==> src/rtl/core/wusd_pkg.sv <==
`default_nettype none

package wusd_pkg;

    // build-time configuration
    localparam int NUM_WINDOWS  = 4;
    localparam int WINDOW_MAX   = 64;
    localparam int SAMPLE_BITS  = 16;

    // fixed field widths of the interface
    localparam int NUM_LEN_REGS = 4;
    localparam int CFG_IDX_W    = 2;
    localparam int LEN_W        = 7;
    localparam int SEL_W        = 2;
    localparam int SMP_FIELD_W  = 16;
    localparam int STD_W        = 24;
    localparam int FRAC_W       = 16;

    // derived widths
    localparam int WIN_W     = (NUM_WINDOWS > 1) ? $clog2(NUM_WINDOWS) : 1;
    localparam int N_W       = $clog2(WINDOW_MAX + 1);
    localparam int ADDR_W    = $clog2(NUM_WINDOWS * WINDOW_MAX);
    localparam int S_W       = SAMPLE_BITS + N_W;
    localparam int SQ_W      = 2 * SAMPLE_BITS;
    localparam int Q_W       = SQ_W + N_W;
    localparam int D_W       = Q_W + N_W;
    localparam int M_W       = 2 * N_W;
    localparam int DV_W      = D_W + FRAC_W;
    localparam int RT_IN_W   = 2 * STD_W;
    localparam int QX_W      = (DV_W > RT_IN_W) ? DV_W : RT_IN_W + 1;
    localparam int RR_W      = STD_W + 2;
    localparam int DV_CNT_W  = $clog2(DV_W + 1);
    localparam int RT_CNT_W  = $clog2(STD_W + 1);

    localparam logic [STD_W-1:0] STD_MAX = '1;

    // command codes
    localparam logic CMD_SAMPLE = 1'b0;
    localparam logic CMD_CLEAR  = 1'b1;

    typedef struct packed {
        logic                   command;
        logic [SEL_W-1:0]       window_select;
        logic [SMP_FIELD_W-1:0] sample_value;
    } t_in_item;

    typedef struct packed {
        logic [STD_W-1:0] std_dev;
        logic             window_ready;
    } t_out_item;

    // window length saturated to the ring depth
    function automatic logic [N_W-1:0] sat_len(input logic [LEN_W-1:0] len);
        logic [N_W-1:0] res;
        if (int'(len) > WINDOW_MAX) begin
            res = N_W'(WINDOW_MAX);
        end else begin
            res = N_W'(len);
        end
        return res;
    endfunction

endpackage

`default_nettype wire

==> src/rtl/core/wusd_sample_ram.sv <==
`default_nettype none

module wusd_sample_ram (
    input  wire logic                            i_clk,
    input  wire logic                            i_we,
    input  wire logic [wusd_pkg::ADDR_W-1:0]     i_waddr,
    input  wire logic [wusd_pkg::SAMPLE_BITS-1:0] i_wdata,
    input  wire logic [wusd_pkg::ADDR_W-1:0]     i_raddr,
    output logic      [wusd_pkg::SAMPLE_BITS-1:0] o_rdata
);
    import wusd_pkg::*;

    logic [SAMPLE_BITS-1:0] mem [NUM_WINDOWS*WINDOW_MAX];

    // single write port
    always_ff @(posedge i_clk) begin
        if (i_we) begin
            mem[i_waddr] <= i_wdata;
        end
    end

    // registered read port
    always_ff @(posedge i_clk) begin
        o_rdata <= mem[i_raddr];
    end

endmodule

`default_nettype wire

==> config.mk <==
export PLATFORM = sky130hd
export DESIGN_NAME = wusd_sample_ram
export DESIGN_NICKNAME = d
export VERILOG_FILES = /design/src/rtl/core/wusd_pkg.sv /design/src/rtl/core/wusd_sample_ram.sv
export SDC_FILE = /design/constraint.sdc
export NUM_CORES = 2
export LEC_CHECK = 0
export BUFFER_PORTS_ARGS = -buffer_cell sky130_fd_sc_hd__buf_2
export CORE_MARGIN = 2
export CORE_UTILIZATION = 57
export DETAILED_ROUTE_END_ITERATION = 7
export GPL_ROUTABILITY_DRIVEN = 0
export PLACE_DENSITY = 0.74
export SYNTH_ARGS = -nofsm -noshare
export SYNTH_HDL_FRONTEND = slang
export SYNTH_SLANG_ARGS = --single-unit
==> constraint.sdc <==
create_clock -name i_clk -period 2.11 [get_ports i_clk]
set_input_delay 0.1055 -clock i_clk [delete_from_list [all_inputs] [get_ports i_clk]]
set_output_delay 0.1055 -clock i_clk [all_outputs]
set_load 0.02 [all_outputs]
==> flow_metrics.py <==
metrics = {
    "finish": {
        "multi_input_area_um2": 33500,
        "layout-drive-gt1-share": 0.308,
        "fin_util": 0.679,
        "nets": 8468,
        "layout_common_cells": "edfxtp_1, mux4_2, buf_4",
        "layout_commonest_cell": "edfxtp_1",
        "fin_area_um2": 188000,
        "fillerInstances": 16300,
        "areaGrowthSynthToFinish_pct": 18.4,
        "regArea_um2": 123000,
    },
    "worst_setup_path": {
        "arrival_ns": 3.35,
        "critPathCaptureType": "flip-flop",
        "critical_path_class": "flip-flop to flip-flop",
        "cp-start-kind": "flip-flop",
        "reg2regPathDepth": 7,
        "reg2reg_from": "mem[43][10]$_DFFE_PP_",
        "critical_path_required_ns": 2.95,
        "r2r_slack_ns": -0.40,
        "worst-path-max-fanout": 2,
        "crit_path_end": "o_rdata[10]$_DFF_P_",
        "timing.rr.end": "o_rdata[10]$_DFF_P_",
        "crit_start": "mem[43][10]$_DFFE_PP_",
    },
    "timing": {
        "setup_ws_ns": -0.401,
        "hold_ws_ns": 0.111,
        "max_freq_ghz": 0.398,
        "finalMaxSlewViolations": 0,
        "worst_pin_slew_ns": 1.24,
        "rsz0062_at_grt": "true",
        "period_minus_slack_ns": 2.51,
        "hold_viol": 0,
        "post-route-period-util": 1.19,
        "worst_clock_skew_ns": 0.0622,
        "slew_headroom": 0.165,
        "setup_viol": 16,
    },
    "clock_tree": {
        "cts_sinks": 4112,
        "cts_buffers": 400,
        "h-tree-depth": 5,
        "clk_path_buf_depth": 4,
        "cts_root_buf": "clkbuf_16",
        "clk_latency_ns": 0.94,
        "cts_tree": "done",
        "clk_pin_slew_ns": 0.06,
    },
    "synthesis": {
        "synth_cells": 7360,
        "yosysWarnings": 0,
        "synthFlopType": "edfxtp_1",
        "yosys_register_bits": 4112,
        "synth-edff-count": 4096,
        "yosysSeqAreaShare": 0.777,
        "async_flop_share": 0,
        "synth_cell_types": 52,
        "syn_area_um2": 159000,
        "synth.avg_cell_area_um2": 21.6,
        "synth_fp_nets": 7394,
    },
    "die": {
        "fp.coreArea_um2": 277000,
        "dieHeight_um": 532,
        "die_area_um2": 283000,
        "row_count": 193,
        "fp.dieW_um": 532,
        "io_pins": 50,
        "start_util": 0.574,
    },
    "grt": {
        "grt_max_degree": 97,
        "grt_pass1_wl_mm": 614,
        "globalRoute.totalOverflow": 0,
        "grtUsageTotal": 0.303,
        "antenna_found_initial": 26,
        "grt_pass1_vias": 84200,
    },
    "route": {
        "routedWlPerCell_um": 34.6,
        "firstDrtPassIters": 8,
        "routed_wirelength_mm": 432,
        "vias": 84500,
        "drtAntennaViolNets": 1,
        "drc_errors": 20,
        "vias_per_cell": 6.77,
        "initialDrtViolationCount": 13100,
    },
    "placed_design": {
        "dp_hpwl_mm": 261,
        "io_buffers": 49,
        "place_area_um2": 174000,
    },
    "pwr": {
        "total_power_mw": 172,
        "vdd.ir_drop.worst_uv": 767,
        "leakagePower_nw": 61.1,
        "powerDensity_nw_per_um2": 915,
    },
    "status": {
        "status": "finished, violations left",
        "violations": "antenna rules, DRC, setup timing",
    },
    "job": {
        "cap_violations": 0,
    },
    "min_path": {
        "hold_class": "input port to flip-flop",
    },
}
-- logic make-up (layout without fill, tap and decap cells) --
| family | Yosys count | after routing | synth area share |
|---|---|---|---|
| DFF | 4112 | 4112 | 0.777 |
| muxes | 1450 | 1450 | 0.155 |
| AOI/OAI and AO/OA | 786 | 786 | 0.0354 |
| and+or+nand+nor | 556 | 556 | 0.0157 |
| buffers and inverters | 456 | 1854 | 0.0169 |
| other | 0 | 24 | 0 |
-- worst max-delay path: stages, from the launching register on --
cell	delay (ns)
edfxtp_1	0.34
mux2i_1	0.09
o221ai_1	0.45
a21oi_1	0.15
nor3_1	0.73
o32ai_2	0.18
buf_4	0.21
nor4_2	0.25
-- what timing repair did --
action / CTS / global route
endpoints found under the hold margin: 4083 / 0
gates resized for setup: 106 / 40
hold buffers: 25 / 0
buffers inserted: 0 / 0
pin swaps: 13 / 14
endpoints found under the setup margin: 16 / 76
-- power breakdown --
part / total, mW / internal, mW / switching (mW)
Combinational: 10.1 / 3.94 / 6.13
Clock: 71.7 / 41.1 / 30.6
Sequential: 90.2 / 90.0 / 0.161
Total: 172 / 135 / 36.8
-- through the flow --
stage | TNS [ns] | setup slack [ns] | cells
finish | -4.51 | -0.401 | 12500
global route | -4.80 | -0.401 | 12500
CTS | -3.96 | -0.330 | 12500
detailed placement | -81.41 | -1.19 | 11700
global placement | -18.29 | -1.20 | 11700
floorplan | -287.10 | -0.161 | 7360
-- how the worst min path moves through the flow --
stage	slack, ns	end	depth (start not counted)	startpoint
floorplan	0.20	mem[0][0]$_DFFE_PP_	0	i_wdata[0]
global route	0.1	mem[199][1]$_DFFE_PP_	5	i_waddr[6]
global placement	0.50	mem[91][15]$_DFFE_PP_	1	i_wdata[15]
CTS	0.03	mem[199][1]$_DFFE_PP_	5	i_waddr[6]
finish	0.11	mem[199][1]$_DFFE_PP_	5	i_waddr[6]
detailed placement	0.50	mem[89][15]$_DFFE_PP_	1	i_wdata[15]
-- registers in the layout, summed over array words and instances, names as in the netlist --
name,cells
mem,4096
o_rdata,16
-- cells in the mapped netlist (all sizes together), types with 4 or more instances --
master | number | area share
a2111oi | 6 | 0.00033
a211oi | 18 | 0.00085
a21oi | 175 | 0.0055
a221oi | 28 | 0.0015
a22o | 32 | 0.0018
a22oi | 43 | 0.0020
a31oi | 6 | 0.00024
and3 | 11 | 0.00043
buf | 222 | 0.011
clkbuf | 230 | 0.0054
dfxtp | 16 | 0.0020
edfxtp | 4096 | 0.77
inv | 4 | 0.000095
mux2 | 88 | 0.0062
mux2i | 565 | 0.036
mux4 | 797 | 0.11
nand2 | 38 | 0.00090
nand3 | 35 | 0.0011
nand4 | 26 | 0.0010
nor2 | 304 | 0.0072
nor2b | 9 | 0.00035
nor3 | 92 | 0.0029
nor4 | 18 | 0.00075
o21ai | 38 | 0.0012
o221ai | 253 | 0.014
o22ai | 148 | 0.0058
o31ai | 16 | 0.00076
o32ai | 21 | 0.0012
or2 | 5 | 0.00020
-- metal layers --
layer | vias to the layer above | share of wire | track usage
li1 | 33500 | - | -
met1 | 44000 | 0.35 | 0.409
met2 | 6008 | 0.48 | 0.474
met3 | 1039 | 0.12 | 0.0684
met4 | 10 | 0.051 | 0.141
met5 | - | 0.00047 | 0.00405
-- cell type report --
type / count / share of cell area
timing repair buffer: 1124 / 0.0707
multi-input combinational: 2792 / 0.178
clock inverter: 234 / 0.0134
clock buffer: 492 / 0.0561
inverter: 4 / 0.000146
antenna: 24 / 0.000320
sequential: 4112 / 0.656
tap: 3705 / 0.0247
Note: power is estimated with default switching activity, not from simulation.
