## src/rtl/core/wusd_pkg.sv

```systemverilog
`default_nettype none

package wusd_pkg;

    // build-time configuration
    localparam int NUM_WINDOWS  = 4;
    localparam int WINDOW_MAX   = 64;
    localparam int SAMPLE_BITS  = 16;

    // fixed field widths of the interface
    localparam int NUM_LEN_REGS = 4;
    localparam int CFG_IDX_W    = 2;
    localparam int LEN_W        = 7;
    localparam int SEL_W        = 2;
    localparam int SMP_FIELD_W  = 16;
    localparam int STD_W        = 24;
    localparam int FRAC_W       = 16;

    // derived widths
    localparam int WIN_W     = (NUM_WINDOWS > 1) ? $clog2(NUM_WINDOWS) : 1;
    localparam int N_W       = $clog2(WINDOW_MAX + 1);
    localparam int ADDR_W    = $clog2(NUM_WINDOWS * WINDOW_MAX);
    localparam int S_W       = SAMPLE_BITS + N_W;
    localparam int SQ_W      = 2 * SAMPLE_BITS;
    localparam int Q_W       = SQ_W + N_W;
    localparam int D_W       = Q_W + N_W;
    localparam int M_W       = 2 * N_W;
    localparam int DV_W      = D_W + FRAC_W;
    localparam int RT_IN_W   = 2 * STD_W;
    localparam int QX_W      = (DV_W > RT_IN_W) ? DV_W : RT_IN_W + 1;
    localparam int RR_W      = STD_W + 2;
    localparam int DV_CNT_W  = $clog2(DV_W + 1);
    localparam int RT_CNT_W  = $clog2(STD_W + 1);

    localparam logic [STD_W-1:0] STD_MAX = '1;

    // command codes
    localparam logic CMD_SAMPLE = 1'b0;
    localparam logic CMD_CLEAR  = 1'b1;

    typedef struct packed {
        logic                   command;
        logic [SEL_W-1:0]       window_select;
        logic [SMP_FIELD_W-1:0] sample_value;
    } t_in_item;

    typedef struct packed {
        logic [STD_W-1:0] std_dev;
        logic             window_ready;
    } t_out_item;

    // window length saturated to the ring depth
    function automatic logic [N_W-1:0] sat_len(input logic [LEN_W-1:0] len);
        logic [N_W-1:0] res;
        if (int'(len) > WINDOW_MAX) begin
            res = N_W'(WINDOW_MAX);
        end else begin
            res = N_W'(len);
        end
        return res;
    endfunction

endpackage

`default_nettype wire

```

## src/rtl/core/wusd_isqrt.sv

```systemverilog
`default_nettype none

module wusd_isqrt (
    input  wire logic                        i_clk,
    input  wire logic                        i_rst_n,
    input  wire logic                        i_start,
    input  wire logic [wusd_pkg::RT_IN_W-1:0] i_value,
    output logic                             o_done,
    output logic      [wusd_pkg::STD_W-1:0]   o_root
);
    import wusd_pkg::*;

    logic                r_busy;
    logic                r_done;
    logic [RT_CNT_W-1:0] r_cnt;
    logic [RT_IN_W-1:0]  r_val;
    logic [RR_W-1:0]     r_rem;
    logic [STD_W-1:0]    r_root;

    logic [RR_W-1:0]     rem_sh;
    logic [RR_W-1:0]     trial;
    logic                fits;

    // bring down two bits, try root*4+1
    always_comb begin
        rem_sh = {r_rem[RR_W-3:0], r_val[RT_IN_W-1:RT_IN_W-2]};
        trial  = {r_root, 2'b01};
        fits   = rem_sh >= trial;
    end

    always_ff @(posedge i_clk) begin
        if (!i_rst_n) begin
            r_busy <= 1'b0;
            r_done <= 1'b0;
            r_cnt  <= '0;
        end else begin
            r_done <= 1'b0;
            if (i_start) begin
                r_busy <= 1'b1;
                r_cnt  <= RT_CNT_W'(STD_W);
                r_val  <= i_value;
                r_rem  <= '0;
                r_root <= '0;
            end else if (r_busy) begin
                r_val  <= {r_val[RT_IN_W-3:0], 2'b00};
                r_rem  <= fits ? rem_sh - trial : rem_sh;
                r_root <= {r_root[STD_W-2:0], fits};
                r_cnt  <= r_cnt - 1'b1;
                if (r_cnt == RT_CNT_W'(1)) begin
                    r_busy <= 1'b0;
                    r_done <= 1'b1;
                end
            end
        end
    end

    assign o_done = r_done;
    assign o_root = r_root;

endmodule

`default_nettype wire

```

## config.mk

```make
export PLATFORM = sky130hd
export DESIGN_NAME = wusd_isqrt
export DESIGN_NICKNAME = d
export VERILOG_FILES = /design/src/rtl/core/wusd_pkg.sv /design/src/rtl/core/wusd_isqrt.sv
export SDC_FILE = /design/constraint.sdc
export NUM_CORES = 1
export LEC_CHECK = 0
export ABC_AREA = 1
export BUFFER_PORTS_ARGS = -buffer_cell sky130_fd_sc_hd__buf_2
export CAP_MARGIN = 5
export CORE_MARGIN = 4
export CORE_UTILIZATION = 59
export CTS_BUF_LIST = sky130_fd_sc_hd__clkbuf_8 sky130_fd_sc_hd__clkbuf_16
export DETAILED_ROUTE_END_ITERATION = 8
export HOLD_SLACK_MARGIN = 0.12
export PLACE_DENSITY = 0.93
export SYNTH_ARGS = -nofsm -noshare
export SYNTH_HDL_FRONTEND = slang
export SYNTH_SLANG_ARGS = --single-unit
```

## constraint.sdc

```tcl
create_clock -name i_clk -period 8 [get_ports i_clk]
set_input_delay 0.8 -clock i_clk [delete_from_list [all_inputs] [get_ports i_clk]]
set_output_delay 0.8 -clock i_clk [all_outputs]
set_load 0.01 [all_outputs]
```

==> flow_summary_export.csv <==
group,metric,value,unit
hold_path,hold_end,"r_cnt[4]$_SDFFE_PN0N_",
floorplanning,rows,37,
global_routing,antenna_found_initial,0,
global_routing,track_usage,21.6,%
route,first_pass_iters,5,
power_and_ir_drop,switching_power,417,uW
route,drc,0,
place,gp_congestion,1.04,
cells_and_area,n_antenna_cell,0,
synth,synthTopCellsByArea,"edfxtp_1 (46%), nand2_1 (20%), inv_1 (7.3%), ha_1 (5.6%), nor2_1 (5.2%)",
cts,cts_max_level,3,
synth,synth_area,0.00623,mm2
cells_and_area,fin_cells,1016,
timing,finalCritPeriodShare,39.1,%
cells_and_area,syn_to_final_growth,10.5,%
place,place_inst,1000,
power_and_ir_drop,comb_power_share,26.0,%
synth,ys_ff_latch,103,
synth,async_flop_share,0,%
cts,cts_sinks,103,
setup_path,cp.arrival,3.13,ns
hold_path,hold_depth,2,
cells_and_area,drive_above_1_share,12.8,%
timing,fin_tns_setup,0,ns
setup_path,r2r_cells,13,
synth,synth_top_area_share,46.3,%
global_routing,grt_pass1_vias,4890,
synth,synth.distinct_cells,34,
setup_path,cpMaxStageDelayCell,"buf_4",
floorplanning,die_area,0.0123,mm2
timing,rsz0062_at_grt,"no",
global_routing,grt_max_degree,75,
setup_path,start_kind,"input port",
route,routedWlPerCell,12.9,um
power_and_ir_drop,switching_share,32.1,%
setup_path,r2r_setup_slack,5.28,ns
power_and_ir_drop,p_seq_share,50.8,%
floorplanning,io-pin-count,76,
cells_and_area,fillCellCount,857,
setup_path,crit_fanout,74,
power_and_ir_drop,power.leakage,0.00356,uW
hold_path,hp-start,"r_cnt[4]$_SDFFE_PN0N_",
place,portBuffers,75,
floorplanning,initial_core_util,60.4,%
setup_path,rr_startpoint,"r_rem[10]$_SDFFCE_PP0P_",
cts,cts_resized,0,
setup_path,cp_cell_sequence,"buf_2 > buf_4 > inv_2 > a21oi_4 > buf_4",
cts,clock_path_buffers,2,
cells_and_area,mostFrequentLayoutCells,"nand2_1 (335), inv_1 (123), edfxtp_1 (96), nor2_1 (86), buf_2 (75)",
floorplanning,core,0.0103,mm2
timing,relSlewSlack,38.9,%
power_and_ir_drop,ir_drop,0.142,mV
route,vias_per_cell,5.06,
setup_path,crit_required,8.01,ns
floorplanning,die_y,111,um
global_routing,grt_pass1_wl,21900,um
flow_run,cap_violations,0,
place,hpwlAfterDp,9750,um
power_and_ir_drop,pwr-share-clk,23.2,%
synth,synthFlopType,"edfxtp_1",
cts,worstSkewPairLatency,0.37,ns
power_and_ir_drop,p_int,880,uW
cts,cts_root_buffer,"clkbuf_8",
timing,worst_pin_slew,0.914,ns
synth,synth_edf_count,96,
synth,syn_avg_cell_area,7.72,um2
floorplanning,die_w,111,um
setup_path,crit_family,"buffers and inverters",
setup_path,path_buf_inv,4,
setup_path,cpPeakStageDelay,0.78,ns
setup_path,critical_path_class,"input port to flip-flop",
route,drtIter0Drc,344,
cells_and_area,final_common_cell,"nand2_1",
timing,finalSetupViolCount,0,
setup_path,endpoint_kind,"flip-flop",
cts,numCtsBuffers,9,
route,drt_wl_total,13100,um
route,ant_nets,0,
synth,synth_cells,807,
timing,slew_violations,0,
setup_path,path_common_cell,"buf_4",
cells_and_area,fin_nets,954,
synth,synth_area_leader_cell,"edfxtp_1",
global_routing,overflow,0,
cts,postCtsHoldBufs,0,
cts,clk_pin_slew,0.09,ns
cts,post-cts-setup-buffers,0,
synth,ys_warn_count,0,
cts,cts_tree,"built",
synth,synth-seq-area-share,48.5,%
outcome,status,"complete, no violations",
power_and_ir_drop,cellPowerDensity,188,mW/mm2
synth,synth_fp_nets,886,
timing,finalHoldViolations,0,
route,vias,5146,
timing,min_period,3.12,ns
hold_path,hp-class,"flip-flop to flip-flop",
setup_path,reg2reg_to,"r_rem[23]$_SDFFCE_PP0P_",
timing,skew,0.00783,ns
timing,fmax,0.320,GHz
==> worst max path at each step <==
stage,cells after the start,end,from,slack (ns)
2_1_floorplan,5,r_busy$_SDFF_PN0_,i_start,1.58
3_3_place_gp,5,r_rem[6]$_SDFFCE_PP0P_,i_start,4.51
3_5_place_dp,5,o_root[6]$_SDFFCE_PP0P_,i_start,4.42
4_1_cts,5,r_rem[6]$_SDFFCE_PP0P_,i_start,4.85
5_1_grt,5,r_rem[6]$_SDFFCE_PP0P_,i_start,4.71
6_report,5,r_rem[6]$_SDFFCE_PP0P_,i_start,4.88
==> cell usage after synthesis (4+ instances only) <==
master / n
nand2_2: 6
nand3_1: 26
xnor2_1: 8
nand4_1: 18
inv_1: 122
edfxtp_1: 96
nor2_1: 86
xor2_1: 5
a21oi_1: 17
dfxtp_1: 7
nand2_1: 335
o21ai_0: 4
ha_1: 28
clkbuf_1: 14
nor2_2: 4
==> logic make-up (layout without fill, tap and decap cells) <==
kind of cell	count (synthesis)	count (layout)	share of synthesized area, %
flops	103	103	48.5
simple gates	487	487	32.1
fa+ha+maj	28	28	5.62
buf+inv	146	219	9.09
xor+xnor	13	13	1.83
compound gates	30	30	2.87
==> sequential cells by signal, indices dropped and copies added, names as in the netlist <==
name,count
r_rem,24
r_cnt,5
o_done,1
r_busy,1
o_root,24
r_val,48
==> power by group through the flow <==
stage	Combinational (uW)	Sequential (uW)	Clock, uW
3_3_place_gp	324	669	0
4_1_cts	335	659	307
2_1_floorplan	253	674	0
3_5_place_dp	334	671	0
5_1_grt	385	663	331
6_report	337	659	301
==> worst min-delay path, cell delays in order (launching register included) <==
cell and delay, ns:
dfxtp_1 0.32, nand2_1 0.06, a31oi_1 0.06
==> layer usage <==
layer / up-vias / share of wire (%) / GRT usage, %
met2: 169 / 46 / 36.1
li1: 2658 / - / -
met1: 2295 / 45 / 28.2
met4: 0 / 1.9 / 8.13
met3: 24 / 7.1 / 3.82
met5: - / 0 / 0
==> metrics by stage <==
| step | hold slack (ns) | area, um2 | util, % | worst slack (ns) | total power, uW |
|---|---|---|---|---|---|
| final | 0.493 | 6890 | 66.7 | 4.88 | 1300 |
| after global routing | 0.519 | 6890 | 66.7 | 4.71 | 1380 |
| after CTS | 0.494 | 6890 | 66.7 | 4.85 | 1300 |
| after detailed placement | 0.475 | 6710 | 65.0 | 4.42 | 1010 |
| after global placement | 0.470 | 6710 | 65.0 | 4.51 | 993 |
| after floorplan | 0.448 | 6230 | - | 1.58 | 927 |
==> final cells by class <==
| type | instances | area (um2) | area share (%) |
|---|---|---|---|
| multi-input combinational | 558 | 2650 | 38.5 |
| sequential | 103 | 3020 | 43.9 |
| inverter | 125 | 469 | 6.81 |
| clock buffer | 10 | 138 | 2.00 |
| tap | 136 | 170 | 2.47 |
| timing repair buffer | 78 | 398 | 5.78 |
| clock inverter | 6 | 37.5 | 0.545 |
Power figures use the tool's default switching activity.
