<file path="config.mk">
export PLATFORM = sky130hd
export DESIGN_NAME = wusd_divider
export DESIGN_NICKNAME = d
export VERILOG_FILES = /design/src/rtl/core/wusd_pkg.sv /design/src/rtl/core/wusd_divider.sv
export SDC_FILE = /design/constraint.sdc
export NUM_CORES = 1
export LEC_CHECK = 0
export BUFFER_PORTS_ARGS = -buffer_cell sky130_fd_sc_hd__buf_2
export CAP_MARGIN = 10
export CORE_UTILIZATION = 50
export CTS_CLUSTER_DIAMETER = 60
export CTS_CLUSTER_SIZE = 14
export DETAILED_ROUTE_END_ITERATION = 6
export GPL_ROUTABILITY_DRIVEN = 0
export PLACE_DENSITY = 0.88
export SLEW_MARGIN = 20
export SYNTH_ARGS = -nofsm -noshare
export SYNTH_HDL_FRONTEND = slang
export SYNTH_SLANG_ARGS = --single-unit
</file>
<file path="constraint.sdc">
create_clock -name i_clk -period 8 [get_ports i_clk]
set_input_delay 0.4 -clock i_clk [delete_from_list [all_inputs] [get_ports i_clk]]
set_output_delay 0.4 -clock i_clk [all_outputs]
set_load 0.03 [all_outputs]
</file>
<file path="src/rtl/core/wusd_pkg.sv">
`default_nettype none

package wusd_pkg;

    // build-time configuration
    localparam int NUM_WINDOWS  = 4;
    localparam int WINDOW_MAX   = 64;
    localparam int SAMPLE_BITS  = 16;

    // fixed field widths of the interface
    localparam int NUM_LEN_REGS = 4;
    localparam int CFG_IDX_W    = 2;
    localparam int LEN_W        = 7;
    localparam int SEL_W        = 2;
    localparam int SMP_FIELD_W  = 16;
    localparam int STD_W        = 24;
    localparam int FRAC_W       = 16;

    // derived widths
    localparam int WIN_W     = (NUM_WINDOWS > 1) ? $clog2(NUM_WINDOWS) : 1;
    localparam int N_W       = $clog2(WINDOW_MAX + 1);
    localparam int ADDR_W    = $clog2(NUM_WINDOWS * WINDOW_MAX);
    localparam int S_W       = SAMPLE_BITS + N_W;
    localparam int SQ_W      = 2 * SAMPLE_BITS;
    localparam int Q_W       = SQ_W + N_W;
    localparam int D_W       = Q_W + N_W;
    localparam int M_W       = 2 * N_W;
    localparam int DV_W      = D_W + FRAC_W;
    localparam int RT_IN_W   = 2 * STD_W;
    localparam int QX_W      = (DV_W > RT_IN_W) ? DV_W : RT_IN_W + 1;
    localparam int RR_W      = STD_W + 2;
    localparam int DV_CNT_W  = $clog2(DV_W + 1);
    localparam int RT_CNT_W  = $clog2(STD_W + 1);

    localparam logic [STD_W-1:0] STD_MAX = '1;

    // command codes
    localparam logic CMD_SAMPLE = 1'b0;
    localparam logic CMD_CLEAR  = 1'b1;

    typedef struct packed {
        logic                   command;
        logic [SEL_W-1:0]       window_select;
        logic [SMP_FIELD_W-1:0] sample_value;
    } t_in_item;

    typedef struct packed {
        logic [STD_W-1:0] std_dev;
        logic             window_ready;
    } t_out_item;

    // window length saturated to the ring depth
    function automatic logic [N_W-1:0] sat_len(input logic [LEN_W-1:0] len);
        logic [N_W-1:0] res;
        if (int'(len) > WINDOW_MAX) begin
            res = N_W'(WINDOW_MAX);
        end else begin
            res = N_W'(len);
        end
        return res;
    endfunction

endpackage

`default_nettype wire

</file>
<file path="src/rtl/core/wusd_divider.sv">
`default_nettype none

module wusd_divider (
    input  wire logic                     i_clk,
    input  wire logic                     i_rst_n,
    input  wire logic                     i_start,
    input  wire logic [wusd_pkg::DV_W-1:0] i_dividend,
    input  wire logic [wusd_pkg::M_W-1:0]  i_divisor,
    output logic                          o_done,
    output logic      [wusd_pkg::DV_W-1:0] o_quotient
);
    import wusd_pkg::*;

    logic                r_busy;
    logic                r_done;
    logic [DV_CNT_W-1:0] r_cnt;
    logic [M_W-1:0]      r_div;
    logic [M_W-1:0]      r_rem;
    logic [DV_W-1:0]     r_quo;

    logic [M_W:0]        trial;
    logic                fits;
    logic [M_W:0]        diff;

    // one restoring step per cycle
    always_comb begin
        trial = {r_rem, r_quo[DV_W-1]};
        fits  = trial >= {1'b0, r_div};
        diff  = trial - {1'b0, r_div};
    end

    always_ff @(posedge i_clk) begin
        if (!i_rst_n) begin
            r_busy <= 1'b0;
            r_done <= 1'b0;
            r_cnt  <= '0;
        end else begin
            r_done <= 1'b0;
            if (i_start) begin
                r_busy <= 1'b1;
                r_cnt  <= DV_CNT_W'(DV_W);
                r_div  <= i_divisor;
                r_rem  <= '0;
                r_quo  <= i_dividend;
            end else if (r_busy) begin
                r_rem <= fits ? diff[M_W-1:0] : trial[M_W-1:0];
                r_quo <= {r_quo[DV_W-2:0], fits};
                r_cnt <= r_cnt - 1'b1;
                if (r_cnt == DV_CNT_W'(1)) begin
                    r_busy <= 1'b0;
                    r_done <= 1'b1;
                end
            end
        end
    end

    assign o_done     = r_done;
    assign o_quotient = r_quo;

endmodule

`default_nettype wire

</file>
==> run_results.csv, run 1 <==
group,metric,value,unit
layout,antenna_cells,0,
worst_setup_path,r2r-start,"r_rem[11]$_SDFFCE_PP0P_",
layout,drive_above_1_share,0.453,
min_path,min-delay-start,"i_divisor[1]",
power,p_sw,0.346,mW
synth,syn_avg_cell_area,13.8,um2
die,initial_core_util,0.522,
worst_setup_path,crit_type,"reg2reg",
cts,htree_levels,3,
synth,ys.flop_type,"edfxtp_1",
routing,vias,3250,
worst_setup_path,crit_fanout,17,
cts,cts.sinks,98,
cts,tritoncts,"built",
global_routing,grt_pass1_vias,3308,
power,vdd_drop_max,140,uV
outcome,status,"complete, no violations",
sta,maxSlewViolCount,0,
sta,setup_violations,0,
sta,fin_crit_sh,0.360,
sta,min_period,2.88,ns
sta,fin_setup_tns,0,ns
worst_setup_path,crit_buf_inv,1,
worst_setup_path,r2r_slack,5.12,ns
power,leakage,2.43,nW
power,p_int,0.865,mW
min_path,hp-class,"in2reg",
cts,cts_root_buf,"clkbuf_8",
synth,synthArstFlopShare,0,
global_routing,gr-usage-all-layers,0.204,
die,die_x,101,um
layout,fin_nets,589,
sta,finalHoldViolCount,0,
place,io_buffers,141,
cts,clockBufferDepth,2,
layout,area_delta_synth_final,20.5,%
synth,synth_edf_count,90,
routing,routedWlPerCell,15.5,um
worst_setup_path,end_kind,"flip-flop",
routing,drc_errors,0,
synth,synth_cell_type_count,47,
cts,cts_hold_buf,0,
worst_setup_path,r2r_cells,7,
worst_setup_path,cpPeakStageDelay,0.76,ns
layout,fin_util,0.628,
power,power,1.21,mW
worst_setup_path,r2r_end,"o_quotient[0]$_DFFE_PP_",
die,core-area,9330,um2
power,clock_power_share,0.266,
synth,synthCells,353,
worst_setup_path,crit_chain,"ha_1 > a21o_1 > a211o_1 > a31oi_1 > and3_1 > inv_2 > mux2_2",
worst_setup_path,crit_family,"simple AND/OR/NAND/NOR gates",
sta,rsz0062_at_grt,"no",
layout,final_cell_mix,"buf_2, edfxtp_1, mux2_2, inv_1, nor2_1",
cts,post_cts_resized,0,
cts,cts_setup_buffers,0,
power,power_frac_comb,0.215,
die,die_height,101,um
worst_setup_path,path_depth,7,
synth,netlist_area,4860,um2
run,cap_violations,0,
routing,dr.first_iter.drc_count,97,
power,power_switching_share,0.286,
synth,syn-num-nets,450,
global_routing,antenna_found_initial,0,
synth,postSynthRegisterBits,98,
cts,clock_latency,0.37,ns
global_routing,grt_max_degree,78,
sta,worst_pin_slew,1.06,ns
die,ios,142,
die,rows,35,
worst_setup_path,endpoint,"o_quotient[0]$_DFFE_PP_",
sta,relSlewSlack,0.291,
cts,cts_made_buffers,9,
power,seqPwrFrac,0.519,
die,die_area,10100,um2
routing,wirelength,9.73,mm
worst_setup_path,cp_slowest_cell,"and3_1",
sta,fmax,347,MHz
cts,clk_pin_slew,0.10,ns
global_routing,grt_remaining_overflow,0,
place,dp_hpwl,6.96,mm
worst_setup_path,startpoint,"r_rem[11]$_SDFFCE_PP0P_",
synth,ys_seq_area_frac,0.588,
layout,layout_commonest_cell,"buf_2",
routing,ant_nets,0,
worst_setup_path,crit_required,8.12,ns
routing,via_per_inst,5.19,
routing,dr.pass1.iters,4,
global_routing,grt_pass1_wl,15.6,mm
power,p_per_area,207,nW/um2
synth,yosysWarnings,0,
worst_setup_path,worst-endpoint-arrival,3.00,ns
worst_setup_path,cp-start-kind,"flip-flop",
sta,skew,0.00876,ns
## worst reg2reg max path: cells and delay by family, from the launching register on
kind | cells | cell delay (ns)
adders and majority gates | 1 | 0.37
buffers and inverters | 1 | 0.12
AOI/OAI and AO/OA | 3 | 0.68
and+or+nand+nor | 1 | 0.76
DFF | 1 | 0.42
muxes | 1 | 0.29
## cells in the mapped netlist (2+ instances only)
| master | count | share of area |
|---|---|---|
| edfxtp_1 | 90 | 0.56 |
| mux2_2 | 62 | 0.14 |
| inv_1 | 22 | 0.017 |
| nor2_1 | 20 | 0.015 |
| ha_1 | 17 | 0.044 |
| a21oi_1 | 14 | 0.014 |
| mux2i_1 | 11 | 0.023 |
| nand2_1 | 11 | 0.0085 |
| o21a_1 | 10 | 0.015 |
| dfxtp_1 | 8 | 0.033 |
| o21ai_0 | 8 | 0.0082 |
| xnor2_1 | 8 | 0.014 |
| buf_1 | 7 | 0.0054 |
| a21o_1 | 6 | 0.0093 |
| nand3_1 | 6 | 0.0062 |
| nor3_1 | 6 | 0.0062 |
| nand2b_1 | 4 | 0.0051 |
| a211oi_2 | 3 | 0.0077 |
| clkbuf_1 | 3 | 0.0023 |
| o21bai_1 | 3 | 0.0046 |
| xor2_1 | 3 | 0.0054 |
| and2_1 | 2 | 0.0026 |
| and3_1 | 2 | 0.0026 |
| buf_2 | 2 | 0.0021 |
| nor2b_1 | 2 | 0.0026 |
| or3_1 | 2 | 0.0026 |
## cells by family (layout without fill, tap and decap cells)
logic type | Yosys count | in the layout | synth area share
flops | 98 | 98 | 0.588
mux | 73 | 73 | 0.166
simple gates | 62 | 62 | 0.0643
compound gates | 54 | 54 | 0.0795
buf+inv | 37 | 181 | 0.0340
fa+ha+maj | 18 | 18 | 0.0478
xor+xnor | 11 | 11 | 0.0198
## state kept, by name, indices dropped and copies added (netlist names)
signal	cells
r_busy	1
r_rem	14
r_cnt	6
o_done	1
r_div	14
o_quotient	62
## layer usage
layer | track usage | vias up | share of wire
met2 | 0.340 | 122 | 0.50
met1 | 0.237 | 1519 | 0.40
met3 | 0.0957 | 7 | 0.090
met4 | 0.0557 | 0 | 0.0091
met5 | 0 | - | 0
li1 | - | 1602 | -
## power by group through the flow
| stage | registers (mW) | logic (mW) | clock network (mW) |
|---|---|---|---|
| floorplan | 0.677 | 0.158 | 0 |
| global placement | 0.637 | 0.253 | 0 |
| detailed placement | 0.639 | 0.261 | 0 |
| CTS | 0.628 | 0.262 | 0.331 |
| global route | 0.633 | 0.288 | 0.349 |
| finish | 0.628 | 0.261 | 0.322 |
## cell type report
class	count	area, um2
Fill cell	755	3470
Sequential cell	98	2860
Multi-Input combinational cell	218	1840
Timing Repair Buffer	142	716
Tap cell	129	161
Clock buffer	11	131
Inverter	23	86.3
Clock inverter	5	60.1
## worst min path at each step
stage                               endpoint  depth (start not counted)  slack [ns]
finish                    r_div[1]$_DFFE_PP_                          1        0.20
global route             r_div[13]$_DFFE_PP_                          1        0.17
CTS                       r_div[1]$_DFFE_PP_                          1        0.18
detailed placement  o_quotient[27]$_DFFE_PP_                          1        0.56
global placement    o_quotient[58]$_DFFE_PP_                          1        0.55
floorplan                 r_div[0]$_DFFE_PP_                          0        0.50
## per-stage QoR
step | setup WS (ns) | cell area (um2) | std cells | hold WS [ns]
after floorplan | 4.89 | 4860 | 353 | 0.499
after global placement | 5.26 | 5670 | 610 | 0.554
after detailed placement | 5.13 | 5670 | 610 | 0.560
after CTS | 5.11 | 5860 | 626 | 0.176
after global routing | 4.94 | 5860 | 626 | 0.168
final | 5.12 | 5860 | 626 | 0.200
Power figures use the tool's default switching activity.
==> inputs of run 2 (changes only) <==
==> constraint.sdc (replaced) <==
create_clock -name i_clk -period 2.8 [get_ports i_clk]
set_input_delay 0.14 -clock i_clk [delete_from_list [all_inputs] [get_ports i_clk]]
set_output_delay 0.14 -clock i_clk [all_outputs]
set_load 0.03 [all_outputs]
==> run 2 against run 1 <==
  * Clock-buffer cell count fell by 2
  * Via count rose by 5.1%
  * Clock power rose by 150%
  * Sequential share of layout area fell by 1.2 points
  * Die area did not move
  * First-iteration DRC count rose by 31%
  * Power rose to 2.8 times the previous value
  * Setup slack got worse by 5.0 ns
  * Cell area rose by 2.6%
  * Register-to-register slack got worse by 5.0 ns
  * Critical path type unchanged
==> run_results.csv, run 2 (same netlist as run 1, synthesis figures left out) <==
group,metric,value,unit
sta,min_period,2.66,ns
routing,routedWlPerCell,15.8,um
sta,setup_violations,0,
worst_setup_path,cp_slowest_cell,"edfxtp_1",
worst_setup_path,crit_chain,"inv_1 > ha_1 > inv_1 > fa_2 > a211oi_2 > nor3_1 > o21a_1 > o21a_1 > or3_1 > a32o_1",
layout,final_area,6010,um2
run,cap_violations,0,
place,place_ws,0.102,ns
routing,vias,3417,
sta,maxSlewViolCount,0,
global_routing,grt_remaining_overflow,0,
layout,fin_nets,607,
routing,dr.first_iter.drc_count,127,
sta,skew,0.0154,ns
place,io_buffers,141,
layout,largest_reg_flops,62,
cts,cts_root_buf,"clkbuf_8",
global_routing,grt_pass1_vias,3530,
power,seqPwrFrac,0.531,
global_routing,grt_pass1_wl,16.4,mm
sta,final.setup.worst_slack,0.137,ns
min_path,hp-class,"in2reg",
layout,final_cell_mix,"buf_2, edfxtp_1, mux2_2, inv_1, nor2_1",
die,die_height,101,um
layout,area_delta_synth_final,23.6,%
layout,layout_commonest_cell,"buf_2",
routing,wirelength,10.2,mm
worst_setup_path,crit_fanout,3,
die,initial_core_util,0.522,
power,power_frac_comb,0.231,
global_routing,gr-usage-all-layers,0.212,
sta,relSlewSlack,0.633,
power,vdd_drop_max,389,uV
worst_setup_path,crit_required,2.91,ns
cts,tritoncts,"built",
worst_setup_path,end_kind,"flip-flop",
worst_setup_path,cpPeakStageDelay,0.39,ns
sta,fin_crit_sh,0.951,
die,core-area,9330,um2
die,rows,35,
power,leakage,2.50,nW
routing,drc_errors,0,
worst_setup_path,crit_type,"reg2reg",
cts,cts_made_buffers,9,
power,power,3.37,mW
sta,fin_setup_tns,0,ns
die,die_area,10100,um2
power,clock_power_share,0.238,
cts,clockBufferDepth,2,
global_routing,antenna_found_initial,0,
power,p_sw,0.988,mW
die,ios,142,
sta,worst_pin_slew,0.549,ns
routing,ant_nets,0,
layout,antenna_cells,0,
worst_setup_path,cp-start-kind,"flip-flop",
global_routing,grt_max_degree,45,
worst_setup_path,crit_buf_inv,2,
sta,rsz0062_at_grt,"no",
place,postPlaceCellArea,5710,um2
power,power_switching_share,0.293,
cts,htree_levels,3,
cts,clk_pin_slew,0.10,ns
worst_setup_path,worst-endpoint-arrival,2.78,ns
cts,clock_latency,0.37,ns
routing,dr.pass1.iters,4,
sta,fmax,376,MHz
power,p_int,2.38,mW
power,p_per_area,561,nW/um2
sta,finalHoldViolCount,0,
place,dp_hpwl,7.24,mm
layout,drive_above_1_share,0.446,
cts,cts.sinks,98,
routing,via_per_inst,5.32,
outcome,status,"complete, no violations",
worst_setup_path,crit_family,"compound AO/OA/AOI/OAI gates",
die,die_x,101,um
[run 2: changes by cell type in the layout (fill, tap and decap cells not counted), sizes merged]
cell and change:
buf +4, bufinv -1, clkbuf -2, clkinv +3, dlygate4sd3 +14, inv -2
[run 2: final cells by class]
type                    count  area [um2]
inverters                  23        86.3
clock inverters             5        33.8
multi-input cells         218        1850
clock buffers               9         124
well taps                 129         161
flip-flops and latches     98        2860
repair buffers            160         898
fillers                   698        3310
[run 2: per-stage QoR]
stage,util,hold slack (ns),cells
finish,0.645,0.0689,642
global route,0.645,0.0520,642
CTS,0.644,0.0487,642
detailed placement,0.612,0.318,614
global placement,0.612,0.318,614
floorplan,-,0.239,353
[run 2: power groups by stage]
stage / clock [mW] / combinational (mW) / sequential [mW]
finish: 0.801 / 0.780 / 1.79
detailed placement: 0 / 0.763 / 1.82
floorplan: 0 / 0.450 / 1.93
global placement: 0 / 0.735 / 1.82
CTS: 0.824 / 0.782 / 1.79
global route: 0.866 / 0.857 / 1.80
[run 2: worst paths after layout]
check                      startpoint                  endpoint  depth (start not counted)  slack [ns]
max          o_quotient[61]$_DFFE_PP_   r_rem[10]$_SDFFCE_PP0P_                         10        0.14
min                     i_dividend[5]   o_quotient[5]$_DFFE_PP_                          2        0.07
max reg2reg  o_quotient[61]$_DFFE_PP_   r_rem[10]$_SDFFCE_PP0P_                         10        0.14
min reg2reg  o_quotient[51]$_DFFE_PP_  o_quotient[52]$_DFFE_PP_                          1        0.58
[run 2: timing repair]
item,CTS,global route
hold buffers,14,0
gates resized for setup,0,1
setup endpoints to repair,0,1
hold endpoints to repair,14,0
buffers inserted,0,0
[run 2: metal layers]
metal | routed length (um) | share of wire | vias up | GRT usage
li1 | - | - | 1623 | -
met1 | 4140 | 0.41 | 1656 | 0.249
met2 | 5160 | 0.51 | 126 | 0.365
met3 | 756 | 0.074 | 12 | 0.0749
met4 | 112 | 0.011 | 0 | 0.0669
met5 | 0 | 0 | - | 0
[run 2: worst reg2reg max path, stage by stage, from the launching register on]
cell and delay, ns:
edfxtp_1 0.39, inv_1 0.11, ha_1 0.17, inv_1 0.05
fa_2 0.38, a211oi_2 0.24, nor3_1 0.12, o21a_1 0.21
o21a_1 0.18, or3_1 0.31, a32o_1 0.25
==> inputs of run 3 (changes only) <==
--- a/config.mk
+++ b/config.mk
@@ -7,12 +7,13 @@
 export LEC_CHECK = 0
 export BUFFER_PORTS_ARGS = -buffer_cell sky130_fd_sc_hd__buf_2
 export CAP_MARGIN = 10
-export CORE_UTILIZATION = 50
+export CORE_UTILIZATION = 40
 export CTS_CLUSTER_DIAMETER = 60
 export CTS_CLUSTER_SIZE = 14
 export DETAILED_ROUTE_END_ITERATION = 6
 export GPL_ROUTABILITY_DRIVEN = 0
-export PLACE_DENSITY = 0.88
+export PLACE_DENSITY = 0.75
+export RECOVER_POWER = 100
 export SLEW_MARGIN = 20
 export SYNTH_ARGS = -nofsm -noshare
 export SYNTH_HDL_FRONTEND = slang
==> run 3 against run 2 <==
  * The run now ends with design-rule violations left
  * Register-to-register slack lost 0.02 ns
  * First-iteration DRC count grew 41%
  * Clock power grew 55%
  * Wire length grew 1.6%
  * Die area grew 24%
  * Utilization shrank 12 points
  * Combinational power shrank 4.4%
  * Sequential share of layout area shrank 0.24 points
  * Sequential power is essentially flat
  * Clock-buffer cell count grew 1
  * Largest cell class unchanged
  * Largest power group unchanged
  * Highest routed layer unchanged
==> run_results.csv, run 3 (same netlist as run 1, synthesis figures left out) <==
group,metric,value,unit
outcome,status,"finished with violations",
outcome,violations,"design-rule violations",
die,die_height,112,um
routing,dr.first_iter.drc_count,179,
layout,multi_input_area,1820,um2
sta,skew,0.00963,ns
routing,vias,3339,
place,dp_hpwl,7.56,mm
cts,cts_made_buffers,9,
sta,finalHoldViolCount,0,
layout,final_cell_mix,"edfxtp_1, buf_2, clkbuf_1, mux2_2, inv_1",
cts,clock_latency,0.35,ns
sta,final.setup.worst_slack,0.119,ns
routing,via_per_inst,5.07,
worst_setup_path,end_kind,"flip-flop",
cts,cts_root_buf,"clkbuf_16",
worst_setup_path,crit_required,2.90,ns
sta,worst_pin_slew,1.34,ns
layout,nFillCells,1032,
die,initial_core_util,0.419,
worst_setup_path,r2r-start,"o_quotient[61]$_DFFE_PP_",
sta,setup_violations,0,
global_routing,antenna_found_initial,0,
power,leakage,2.37,nW
power,vdd_drop_max,375,uV
layout,drive_above_1_share,0.316,
run,cap_violations,0,
place,io_buffers,141,
worst_setup_path,endpoint,"r_rem[10]$_SDFFCE_PP0P_",
sta,rsz0062_at_grt,"no",
layout,layout_commonest_cell,"edfxtp_1",
worst_setup_path,r2r_slack,0.12,ns
die,rows,39,
worst_setup_path,worst-endpoint-arrival,2.78,ns
routing,routedWlPerCell,15.7,um
power,p_per_area,625,nW/um2
die,ios,142,
worst_setup_path,crit_type,"reg2reg",
sta,maxSlewViolCount,0,
min_path,hp-class,"in2reg",
global_routing,grt_max_degree,42,
routing,drc_errors,1,
routing,wirelength,10.3,mm
die,die_x,112,um
sta,relSlewSlack,0.106,
sta,fin_crit_sh,0.958,
worst_setup_path,startpoint,"o_quotient[61]$_DFFE_PP_",
worst_setup_path,r2r_cells,10,
worst_setup_path,r2r_end,"r_rem[10]$_SDFFCE_PP0P_",
die,core-area,11600,um2
global_routing,grt_pass1_vias,3505,
sta,min_period,2.68,ns
place,place_ws,0.138,ns
layout,seq_area,2860,um2
layout,largest_reg_flops,62,
sta,fmax,373,MHz
global_routing,grt_remaining_overflow,0,
layout,fin_nets,608,
cts,cts_setup_buffers,0,
worst_setup_path,cp-start-kind,"flip-flop",
cts,cts.sinks,98,
cts,htree_levels,3,
routing,dr.pass1.iters,6,
layout,area_delta_synth_final,24.2,%
die,die_area,12600,um2
sta,fin_setup_tns,0,ns
cts,tritoncts,"built",
cts,clockBufferDepth,2,
global_routing,gr-usage-all-layers,0.172,
cts,clk_pin_slew,0.07,ns
routing,ant_nets,0,
layout,antenna_cells,0,
global_routing,grt_pass1_wl,16.7,mm
worst_setup_path,crit_fanout,3,
-- run 3: layer usage --
layer,vias up,GRT usage,share of wire
li1,1634,-,-
met1,1588,0.200,0.43
met2,107,0.288,0.49
met3,10,0.0740,0.074
met4,0,0.0516,0.011
met5,-,0,0
-- run 3: final cells by class --
cell class,instances,area share
Clock buffer,10,0.0379
Inverter,23,0.0143
Tap cell,143,0.0296
Clock inverter,6,0.0106
Multi-Input combinational cell,218,0.302
Sequential cell,98,0.474
Timing Repair Buffer,161,0.132
-- run 3: metrics by stage --
stage	util	cell area (um2)	cells	power, mW	hold slack [ns]
2_1_floorplan	-	4870	353	2.38	0.239
3_3_place_gp	0.494	5740	629	2.56	0.319
3_5_place_dp	0.494	5740	629	2.59	0.318
4_1_cts	0.531	6170	659	3.84	0.0753
5_1_grt	0.520	6040	659	3.95	0.0728
6_report	0.520	6040	659	3.78	0.0896
-- run 3: worst min-delay path by stage --
stage	cells past startpoint	to	startpoint
floorplan	0	r_div[0]$_DFFE_PP_	i_divisor[0]
global placement	1	r_div[12]$_DFFE_PP_	i_divisor[12]
detailed placement	1	r_div[12]$_DFFE_PP_	i_divisor[12]
CTS	2	o_quotient[32]$_DFFE_PP_	i_dividend[32]
global route	2	o_quotient[13]$_DFFE_PP_	i_dividend[13]
finish	2	o_quotient[32]$_DFFE_PP_	i_dividend[32]
-- run 3: worst max-delay path, stage by stage, from the launching register on --
cell and delay (ns):
edfxtp_1 0.38, inv_1 0.10, ha_1 0.14, inv_1 0.05, fa_1 0.43, a211oi_2 0.29
nor3_1 0.13, o21a_1 0.20, o21a_1 0.18, or3_1 0.30, a32o_1 0.24
-- run 3: repair_timing --
item | 4_1_cts | 5_1_grt
hold buffers | 14 | 0
resized for setup | 0 | 0
hold endpoints to repair | 14 | 0
-- run 3: power by group --
group | total (mW) | switching (mW) | internal [mW]
Combinational | 0.746 | 0.434 | 0.312
Clock | 1.24 | 0.542 | 0.695
Sequential | 1.80 | 0.0578 | 1.74
